[src/rtl/sha256_stream_hasher_assert.svh]
// ----------------------------------------------------------------------------
// SHA-256 stream hasher assertion macros
// Shared concurrent assertion forms for the hasher.
// ----------------------------------------------------------------------------
`ifndef SHA256_STREAM_HASHER_ASSERT_SVH
`define SHA256_STREAM_HASHER_ASSERT_SVH

// Implication checked on every rising clock edge outside reset.
`define SHA_ASSERT_IMPL(label, clk, rst_n, ante, cons, msg) \
    label: assert property (@(posedge clk) disable iff (!rst_n) (ante) |-> (cons)) \
        else $error(msg);

// Next-cycle implication checked outside reset.
`define SHA_ASSERT_NEXT(label, clk, rst_n, ante, cons, msg) \
    label: assert property (@(posedge clk) disable iff (!rst_n) (ante) |=> (cons)) \
        else $error(msg);

`endif

[src/rtl/sha_pkg.sv]
`timescale 1ns / 1ps
// ----------------------------------------------------------------------------
// SHA-256 stream hasher package
// Payload types, round constants and round functions.
// ----------------------------------------------------------------------------
package sha_pkg;

    localparam int unsigned QueueDepth = 4;

    typedef struct packed {
        logic [7:0] data_byte;
        logic       byte_present;
        logic       message_end;
    } t_in_item;

    typedef struct packed {
        logic [63:0] digest_part;
        logic [1:0]  part_index;
        logic        last_part;
    } t_out_item;

    typedef logic [31:0] t_word;

    localparam t_word InitHash [8] = '{
        32'h6a09e667, 32'hbb67ae85, 32'h3c6ef372, 32'ha54ff53a,
        32'h510e527f, 32'h9b05688c, 32'h1f83d9ab, 32'h5be0cd19
    };

    localparam t_word RoundK [64] = '{
        32'h428a2f98, 32'h71374491, 32'hb5c0fbcf, 32'he9b5dba5,
        32'h3956c25b, 32'h59f111f1, 32'h923f82a4, 32'hab1c5ed5,
        32'hd807aa98, 32'h12835b01, 32'h243185be, 32'h550c7dc3,
        32'h72be5d74, 32'h80deb1fe, 32'h9bdc06a7, 32'hc19bf174,
        32'he49b69c1, 32'hefbe4786, 32'h0fc19dc6, 32'h240ca1cc,
        32'h2de92c6f, 32'h4a7484aa, 32'h5cb0a9dc, 32'h76f988da,
        32'h983e5152, 32'ha831c66d, 32'hb00327c8, 32'hbf597fc7,
        32'hc6e00bf3, 32'hd5a79147, 32'h06ca6351, 32'h14292967,
        32'h27b70a85, 32'h2e1b2138, 32'h4d2c6dfc, 32'h53380d13,
        32'h650a7354, 32'h766a0abb, 32'h81c2c92e, 32'h92722c85,
        32'ha2bfe8a1, 32'ha81a664b, 32'hc24b8b70, 32'hc76c51a3,
        32'hd192e819, 32'hd6990624, 32'hf40e3585, 32'h106aa070,
        32'h19a4c116, 32'h1e376c08, 32'h2748774c, 32'h34b0bcb5,
        32'h391c0cb3, 32'h4ed8aa4a, 32'h5b9cca4f, 32'h682e6ff3,
        32'h748f82ee, 32'h78a5636f, 32'h84c87814, 32'h8cc70208,
        32'h90befffa, 32'ha4506ceb, 32'hbef9a3f7, 32'hc67178f2
    };

    localparam logic [7:0] PadByte = 8'h80;

    function automatic t_word rotr(input t_word x, input int unsigned n);
        rotr = (x >> n) | (x << (32 - n));
    endfunction

    function automatic t_word big_s0(input t_word x);
        big_s0 = rotr(x, 2) ^ rotr(x, 13) ^ rotr(x, 22);
    endfunction

    function automatic t_word big_s1(input t_word x);
        big_s1 = rotr(x, 6) ^ rotr(x, 11) ^ rotr(x, 25);
    endfunction

    function automatic t_word small_s0(input t_word x);
        small_s0 = rotr(x, 7) ^ rotr(x, 18) ^ (x >> 3);
    endfunction

    function automatic t_word small_s1(input t_word x);
        small_s1 = rotr(x, 17) ^ rotr(x, 19) ^ (x >> 10);
    endfunction

endpackage

[src/rtl/sha_queue.sv]
`timescale 1ns / 1ps
// ----------------------------------------------------------------------------
// SHA-256 item queue
// Short FIFO that decouples the byte front end from the compression engine.
// ----------------------------------------------------------------------------
module sha_queue
    import sha_pkg::*;
#(
    parameter int unsigned P_DEPTH = QueueDepth
) (
    input  logic     i_clk,
    input  logic     i_rst_n,
    input  logic     i_push,
    input  t_in_item i_data,
    output logic     o_full,
    input  logic     i_pop,
    output logic     o_empty,
    output t_in_item o_data
);

    localparam int unsigned AW = (P_DEPTH > 1) ? $clog2(P_DEPTH) : 1;

    t_in_item       r_mem [P_DEPTH];
    logic [AW-1:0]  r_wr;
    logic [AW-1:0]  r_rd;
    logic [AW:0]    r_cnt;

    assign o_full  = (r_cnt == (AW + 1)'(P_DEPTH));
    assign o_empty = (r_cnt == '0);
    assign o_data  = r_mem[r_rd];

    always_ff @(posedge i_clk) begin
        if (i_push && !o_full) begin
            r_mem[r_wr] <= i_data;
        end
    end

    always_ff @(posedge i_clk) begin
        if (!i_rst_n) begin
            r_wr  <= '0;
            r_rd  <= '0;
            r_cnt <= '0;
        end else begin
            if (i_push && !o_full) begin
                r_wr <= (r_wr == AW'(P_DEPTH - 1)) ? '0 : r_wr + 1'b1;
            end
            if (i_pop && !o_empty) begin
                r_rd <= (r_rd == AW'(P_DEPTH - 1)) ? '0 : r_rd + 1'b1;
            end
            r_cnt <= r_cnt + (AW + 1)'(i_push && !o_full) - (AW + 1)'(i_pop && !o_empty);
        end
    end

endmodule

[src/rtl/sha_engine.sv]
`timescale 1ns / 1ps
// ----------------------------------------------------------------------------
// SHA-256 engine
// Absorbs bytes, pads at message end, runs 64 rounds per block, emits digest.
// ----------------------------------------------------------------------------
module sha_engine
    import sha_pkg::*;
(
    input  logic      i_clk,
    input  logic      i_rst_n,
    input  logic      i_empty,
    input  t_in_item  i_item,
    output logic      o_pop,
    output logic      o_valid,
    input  logic      i_ready,
    output t_out_item o_item
);

    typedef enum logic [2:0] {
        S_LOAD,
        S_PAD,
        S_ROUND,
        S_ADD,
        S_EMIT
    } t_state;

    t_state        r_state;
    t_word         r_w [16];
    t_word         r_h [8];
    t_word         r_v [8];
    logic [63:0]   r_len;
    logic [5:0]    r_round;
    logic [3:0]    r_pad_idx;
    logic          r_final;
    logic          r_len_pend;
    logic          r_last_blk;
    logic [1:0]    r_part;
    logic          r_valid;
    t_out_item     r_out;

    logic [5:0]    w_pos;
    t_word         w_wt;
    t_word         w_new;
    t_word         w_t1;
    t_word         w_t2;
    logic          w_take;

    assign w_pos   = r_len[8:3];
    assign o_valid = r_valid;
    assign o_item  = r_out;
    assign w_take  = (r_state == S_LOAD) && !i_empty;
    assign o_pop   = w_take;

    assign w_new = small_s1(r_w[14]) + r_w[9] + small_s0(r_w[1]) + r_w[0];
    assign w_wt  = r_w[0];
    assign w_t1  = r_v[7] + big_s1(r_v[4]) + ((r_v[4] & r_v[5]) ^ (~r_v[4] & r_v[6]))
                 + RoundK[r_round] + w_wt;
    assign w_t2  = big_s0(r_v[0]) + ((r_v[0] & r_v[1]) ^ (r_v[0] & r_v[2]) ^ (r_v[1] & r_v[2]));

    always_ff @(posedge i_clk) begin
        if (!i_rst_n) begin
            r_state    <= S_LOAD;
            r_len      <= '0;
            r_round    <= '0;
            r_pad_idx  <= '0;
            r_final    <= 1'b0;
            r_len_pend <= 1'b0;
            r_last_blk <= 1'b0;
            r_part     <= '0;
            r_valid    <= 1'b0;
            for (int i = 0; i < 8; i++) begin
                r_h[i] <= InitHash[i];
            end
        end else begin
            if (r_valid && i_ready && r_state != S_EMIT) begin
                r_valid <= 1'b0;
            end
            case (r_state)
                S_LOAD: begin
                    if (w_take) begin
                        if (i_item.byte_present) begin
                            r_w[w_pos[5:2]] <= {r_w[w_pos[5:2]][23:0], i_item.data_byte};
                            r_len <= r_len + 64'd8;
                        end
                        if (i_item.byte_present && w_pos == 6'd63) begin
                            r_final    <= i_item.message_end;
                            r_len_pend <= i_item.message_end;
                            r_last_blk <= 1'b0;
                            r_round    <= '0;
                            r_v        <= r_h;
                            r_state    <= S_ROUND;
                        end else if (i_item.message_end) begin
                            r_final <= 1'b1;
                            r_state <= S_PAD;
                        end
                    end
                end
                S_PAD: begin
                    // append 0x80, zero-fill the rest of the block and place the length in words 14-15 if it fits
                    r_len_pend <= (w_pos >= 6'd56);
                    r_last_blk <= (w_pos < 6'd56);
                    r_pad_idx  <= w_pos[5:2] + 4'd1;
                    case (w_pos[1:0])
                        2'd0: r_w[w_pos[5:2]] <= {PadByte, 24'h0};
                        2'd1: r_w[w_pos[5:2]] <= {r_w[w_pos[5:2]][7:0], PadByte, 16'h0};
                        2'd2: r_w[w_pos[5:2]] <= {r_w[w_pos[5:2]][15:0], PadByte, 8'h0};
                        default: r_w[w_pos[5:2]] <= {r_w[w_pos[5:2]][23:0], PadByte};
                    endcase
                    for (int i = 0; i < 16; i++) begin
                        if (4'(i) > w_pos[5:2]) begin
                            if (w_pos < 6'd56 && i == 14) begin
                                r_w[i] <= r_len[63:32];
                            end else if (w_pos < 6'd56 && i == 15) begin
                                r_w[i] <= r_len[31:0];
                            end else begin
                                r_w[i] <= '0;
                            end
                        end
                    end
                    r_round <= '0;
                    r_v     <= r_h;
                    r_state <= S_ROUND;
                end
                S_ROUND: begin
                    for (int i = 0; i < 15; i++) begin
                        r_w[i] <= r_w[i+1];
                    end
                    r_w[15] <= w_new;
                    r_v[7] <= r_v[6];
                    r_v[6] <= r_v[5];
                    r_v[5] <= r_v[4];
                    r_v[4] <= r_v[3] + w_t1;
                    r_v[3] <= r_v[2];
                    r_v[2] <= r_v[1];
                    r_v[1] <= r_v[0];
                    r_v[0] <= w_t1 + w_t2;
                    r_round <= r_round + 6'd1;
                    if (r_round == 6'd63) begin
                        r_state <= S_ADD;
                    end
                end
                S_ADD: begin
                    for (int i = 0; i < 8; i++) begin
                        r_h[i] <= r_h[i] + r_v[i];
                    end
                    r_part <= '0;
                    if (!r_final) begin
                        r_state <= S_LOAD;
                    end else if (r_last_blk) begin
                        r_state <= S_EMIT;
                    end else begin
                        // length-only block: zeros (0x80 first after a full last block), then the 64-bit length
                        for (int i = 1; i < 14; i++) begin
                            r_w[i] <= '0;
                        end
                        if (r_len_pend && w_pos == 6'd0 && r_pad_idx == 4'd0) begin
                            r_w[0] <= {PadByte, 24'h0};
                        end else begin
                            r_w[0] <= '0;
                        end
                        r_w[14]    <= r_len[63:32];
                        r_w[15]    <= r_len[31:0];
                        r_last_blk <= 1'b1;
                        r_pad_idx  <= 4'd1;
                        r_round    <= '0;
                        r_v[0] <= r_h[0] + r_v[0];
                        r_v[1] <= r_h[1] + r_v[1];
                        r_v[2] <= r_h[2] + r_v[2];
                        r_v[3] <= r_h[3] + r_v[3];
                        r_v[4] <= r_h[4] + r_v[4];
                        r_v[5] <= r_h[5] + r_v[5];
                        r_v[6] <= r_h[6] + r_v[6];
                        r_v[7] <= r_h[7] + r_v[7];
                        r_state <= S_ROUND;
                    end
                end
                S_EMIT: begin
                    if (!r_valid || i_ready) begin
                        r_valid <= 1'b1;
                        r_out.digest_part <= {r_h[{r_part, 1'b0}], r_h[{r_part, 1'b1}]};
                        r_out.part_index  <= r_part;
                        r_out.last_part   <= (r_part == 2'd3);
                        r_part <= r_part + 2'd1;
                        if (r_part == 2'd3) begin
                            for (int i = 0; i < 8; i++) begin
                                r_h[i] <= InitHash[i];
                            end
                            r_len      <= '0;
                            r_final    <= 1'b0;
                            r_last_blk <= 1'b0;
                            r_len_pend <= 1'b0;
                            r_pad_idx  <= '0;
                            r_state    <= S_LOAD;
                        end
                    end
                end
                default: r_state <= S_LOAD;
            endcase
        end
    end

endmodule

[src/rtl/sha256_stream_hasher.sv]
`timescale 1ns / 1ps
// Operation: the engine absorbs queued bytes while loading; each full block then holds
//   the engine for 64 rounds through one shared round unit and an add step.
// It takes no new bytes while a block compresses; message end adds padding, one or
//   two compressions and four output parts, each held until taken downstream.
// Reset: synchronous active-low; chaining state to initial hash, length zero.
// ----------------------------------------------------------------------------
// SHA-256 stream hasher top level
// Byte queue in front of the compression engine, digest out in four parts.
// ----------------------------------------------------------------------------
module sha256_stream_hasher
    import sha_pkg::*;
#(
    parameter int unsigned P_QUEUE_DEPTH = QueueDepth
) (
    input  logic      i_clk,
    input  logic      i_rst_n,
    input  logic      i_valid,
    output logic      o_ready,
    input  t_in_item  i_item,
    output logic      o_valid,
    input  logic      i_ready,
    output t_out_item o_item
);

`include "sha256_stream_hasher_assert.svh"

    logic     w_full;
    logic     w_empty;
    logic     w_pop;
    t_in_item w_head;

    assign o_ready = !w_full;

    sha_queue #(
        .P_DEPTH(P_QUEUE_DEPTH)
    ) u_queue (
        .i_clk   (i_clk),
        .i_rst_n (i_rst_n),
        .i_push  (i_valid),
        .i_data  (i_item),
        .o_full  (w_full),
        .i_pop   (w_pop),
        .o_empty (w_empty),
        .o_data  (w_head)
    );

    sha_engine u_engine (
        .i_clk   (i_clk),
        .i_rst_n (i_rst_n),
        .i_empty (w_empty),
        .i_item  (w_head),
        .o_pop   (w_pop),
        .o_valid (o_valid),
        .i_ready (i_ready),
        .o_item  (o_item)
    );

    `SHA_ASSERT_IMPL(a_pop_nonempty, i_clk, i_rst_n, w_pop, !w_empty, "pop from empty queue")
    `SHA_ASSERT_IMPL(a_last_idx, i_clk, i_rst_n, o_valid && o_item.last_part,
        o_item.part_index == 2'd3, "last part index mismatch")
    `SHA_ASSERT_NEXT(a_out_hold, i_clk, i_rst_n, o_valid && !i_ready,
        o_valid && $stable(o_item), "output changed while stalled")

endmodule

[config.mk]
export PLATFORM = sky130hd
export DESIGN_NAME = sha256_stream_hasher
export DESIGN_NICKNAME = d
export VERILOG_FILES = /design/src/rtl/sha_pkg.sv /design/src/rtl/sha_queue.sv /design/src/rtl/sha_engine.sv /design/src/rtl/sha256_stream_hasher.sv
export VERILOG_INCLUDE_DIRS = /design/src /design/src/rtl
export SDC_FILE = /design/constraint.sdc
export NUM_CORES = 2
export LEC_CHECK = 0
export ABC_CLOCK_PERIOD_IN_PS = 33000
export BUFFER_PORTS_ARGS = -buffer_cell sky130_fd_sc_hd__clkbuf_2
export CAP_MARGIN = 20
export CORE_UTILIZATION = 30
export DETAILED_ROUTE_END_ITERATION = 10
export MAX_ROUTING_LAYER = met4
export PLACE_DENSITY_LB_ADDON = 0.2
export SLEW_MARGIN = 30
export SYNTH_ARGS = -nofsm -noshare
export SYNTH_HDL_FRONTEND = slang
export SYNTH_HIERARCHICAL = 1
export SYNTH_SLANG_ARGS = --single-unit
export TNS_END_PERCENT = 50
[constraint.sdc]
create_clock -name i_clk -period 33 [get_ports i_clk]
set_input_delay 3.3 -clock i_clk [delete_from_list [all_inputs] [get_ports i_clk]]
set_output_delay 3.3 -clock i_clk [all_outputs]
set_load 0.02 [all_outputs]
==> impl_metrics.py <==
metrics = {
    "run_status": {
        "status": "complete, no violations",
    },
    "detailed_routing": {
        "viasPerCell": 5.69,
        "wl_per_cell_um": 27.8,
        "antenna_left": 0,
        "drt_first_pass_iters": 7,
        "vias": 72000,
        "drt_iter0_markers": 7602,
        "wl_mm": 352,
        "drcViolationCount": 0,
    },
    "worst_setup_path": {
        "critPathMaxStageDelay_ns": 0.85,
        "crit_required_ns": 33.70,
        "critPathKind": "reg -> reg",
        "regToRegEndpoint": "u_engine/r_v[254]",
        "crit_top_cell": "inv_1",
        "reg2reg_from": "u_engine/r_round[0]",
        "start_kind": "register",
        "ff2ff_path_depth": 36,
        "critPathMaxFanout": 34,
        "crit_slowest_cell": "ha_1",
        "rrSetupSlack_ns": 22.55,
        "crit_arrival_ns": 11.15,
        "setup.worst_path.end_class": "register",
    },
    "place": {
        "gp_congestion": 0.994,
        "dp.cells": 12400,
        "io_buffers": 82,
        "post-place-ws_ns": 22.75,
        "hpwl_mm": 255,
    },
    "synth": {
        "ys_types": 97,
        "syn_nets": 9637,
        "synth_edf_count": 683,
        "async_reset_ff_frac": 0,
        "synth_area_um2": 83600,
        "synth_area_per_cell_um2": 9.27,
        "synth_seq_cells": 1224,
        "yosysWarnings": 6,
        "syn-instance-count": 9018,
        "ys_seq_area_frac": 0.375,
        "ys.flop_type": "edfxtp_1",
    },
    "global_routing": {
        "grt-busiest-layer": "met2",
        "grt_pass1_wl_mm": 503,
        "grt_usage": 0.252,
        "grt_max_degree": 179,
        "grt_pass1_vias": 69200,
        "use_met2": 0.404,
        "antenna_found_initial": 20,
        "gr-total-overflow": 0,
        "met1_usage": 0.326,
        "grt_util_met3": 0.0277,
    },
    "clock_network": {
        "cts-hold-fix-buffers": 0,
        "cts-buffers-inserted": 157,
        "cts_tree": "yes",
        "cts.sinks": 1224,
        "cts_resized": 0,
        "cts_max_level": 4,
        "worstSkewPairLatency_ns": 0.87,
        "path_clk_slew_ns": 0.08,
        "cts_setup_buffers": 0,
        "cts_max_path_buffers": 4,
        "root_buffer": "clkbuf_16",
    },
    "hold_path": {
        "hold_path.startpoint": "u_engine/r_pad_idx[0]",
        "hold_path_end": "u_engine/r_pad_idx[0]",
        "min_path_cells": 2,
        "hold_class": "reg -> reg",
    },
    "floorplan": {
        "die-width_um": 530,
        "coreArea_um2": 277000,
        "pin_count": 83,
        "rows": 193,
        "die_h_um": 530,
        "initial_core_util": 0.302,
        "die-area_um2": 281000,
    },
    "timing": {
        "fin_crit_sh": 0.317,
        "rsz0062_at_grt": "false",
        "tightest_slew_ns": 1.14,
        "fin_skew_ns": 0.0531,
        "layout_setup_ws_ns": 22.55,
        "drv_slew": 0,
        "fin_crit_ns": 10.45,
        "fmax_mhz": 95.7,
        "slew_headroom": 0.236,
        "finalHoldViolations": 0,
        "fin_setup_tns_ns": 0,
        "setup_viol": 0,
    },
    "final_layout": {
        "fin_nets": 9447,
        "fillers": 28500,
        "final_cell_mix": "nand2_1 (949), nor2_1 (887), o21ai_0 (801), edfxtp_1 (683), a21oi_1 (676)",
        "layout_commonest_cell": "nand2_1",
        "drive_gt1_frac": 0.0912,
        "synthToLayoutAreaGrowth_pct": 11.3,
        "stdcell_count": 12700,
    },
    "run": {
        "maxCapViolCount": 0,
    },
}
[logic make-up (layout without fill, tap and decap cells)]
logic type	count (synthesis)	in the layout	synth area share
simple gates	2674	2674	0.139
compound gates	2584	2584	0.192
flops	1224	1224	0.375
buf+inv	910	840	0.0417
xor+xnor	636	636	0.0667
fa+ha+maj	607	607	0.108
mux	383	383	0.0764
other cells	0	5	0
[synthesized netlist by cell type (65+ instances only)]
cell | count | area (µm²)
a31oi_1 | 65 | 407
xor2_1 | 193 | 1690
xnor2_1 | 443 | 3880
and3_1 | 73 | 457
clkbuf_1 | 483 | 1810
nand2b_1 | 68 | 425
nand2_1 | 960 | 3600
edfxtp_1 | 683 | 20500
buf_1 | 79 | 297
inv_1 | 303 | 1140
a22o_1 | 98 | 858
a22oi_1 | 66 | 495
a21o_1 | 194 | 1460
o21ai_0 | 809 | 4050
o21a_1 | 65 | 488
mux4_2 | 201 | 4530
o211ai_1 | 71 | 533
a211oi_1 | 163 | 1220
fa_1 | 196 | 3920
nor2_1 | 898 | 3370
dfxtp_1 | 541 | 10800
nand3_1 | 186 | 931
nor3_1 | 245 | 1230
a21oi_1 | 680 | 3400
mux2i_1 | 157 | 1570
ha_1 | 409 | 5120
[how the worst max path moves through the flow]
stage | cells after the start | startpoint | end | slack, ns
floorplan | 4 | i_rst_n | u_engine/r_v[0] | 17.73
global placement | 36 | u_engine/r_round[0] | u_engine/r_v[254] | 22.62
detailed placement | 36 | u_engine/r_round[0] | u_engine/r_v[254] | 22.75
CTS | 36 | u_engine/r_round[0] | u_engine/r_v[254] | 22.66
global route | 36 | u_engine/r_round[0] | u_engine/r_v[254] | 22.20
finish | 36 | u_engine/r_round[0] | u_engine/r_v[254] | 22.55
[per-layer routing]
| metal | wire [µm] | share of wire | up-vias |
|---|---|---|---|
| li1 | - | - | 32300 |
| met1 | 149000 | 0.42 | 36000 |
| met2 | 165000 | 0.47 | 3068 |
| met3 | 22900 | 0.065 | 599 |
| met4 | 15000 | 0.043 | 0 |
| met5 | 0 | 0 | - |
[state kept, by name (all words and copies together) (netlist names), named ones only]
| name | cells |
|---|---|
| u_queue/r_cnt | 3 |
| u_engine/r_part | 2 |
| u_engine/r_state | 3 |
| u_queue/r_wr | 2 |
| u_engine/r_v | 256 |
| u_engine/r_h | 256 |
| u_engine/o_item | 67 |
| u_engine/r_len_pend | 1 |
| u_queue/r_rd | 2 |
| u_queue/r_mem | 40 |
| u_engine/r_w | 512 |
| u_engine/r_len | 61 |
| u_engine/r_final | 1 |
| u_engine/r_last_blk | 1 |
| u_engine/o_valid | 1 |
| u_engine/r_pad_idx | 4 |
| u_engine/r_round | 6 |
[per-stage QoR]
step,hold slack [ns],utilization,cell area (µm²)
after floorplan,0.433,-,83600
after global placement,0.449,0.317,87800
after detailed placement,0.463,0.318,88000
after CTS,0.464,0.336,93000
after global routing,0.489,0.336,93000
final,0.471,0.336,93000
[worst max-delay path: cells and delay by family (launching register included)]
family	cells	cell delay, ns
compound gates	10	2.11
xor+xnor	1	0.30
fa+ha+maj	7	3.40
buf+inv	7	1.04
flops	1	0.32
mux	2	0.94
simple gates	9	2.09
[final cells by class]
| cell class | instances | area (µm²) | area share |
|---|---|---|---|
| Timing Repair Buffer | 254 | 1850 | 0.0199 |
| Clock inverter | 77 | 699 | 0.00752 |
| Inverter | 307 | 1160 | 0.0124 |
| Tap cell | 3705 | 4640 | 0.0498 |
| Clock buffer | 202 | 4300 | 0.0463 |
| Antenna cell | 5 | 12.5 | 0.000135 |
| Multi-Input combinational cell | 6884 | 49000 | 0.527 |
| Sequential cell | 1224 | 31400 | 0.337 |
Power is left out: the tool's default activity adds up to more than one toggle a clock period on the data nets, which glitch-free logic cannot reach.
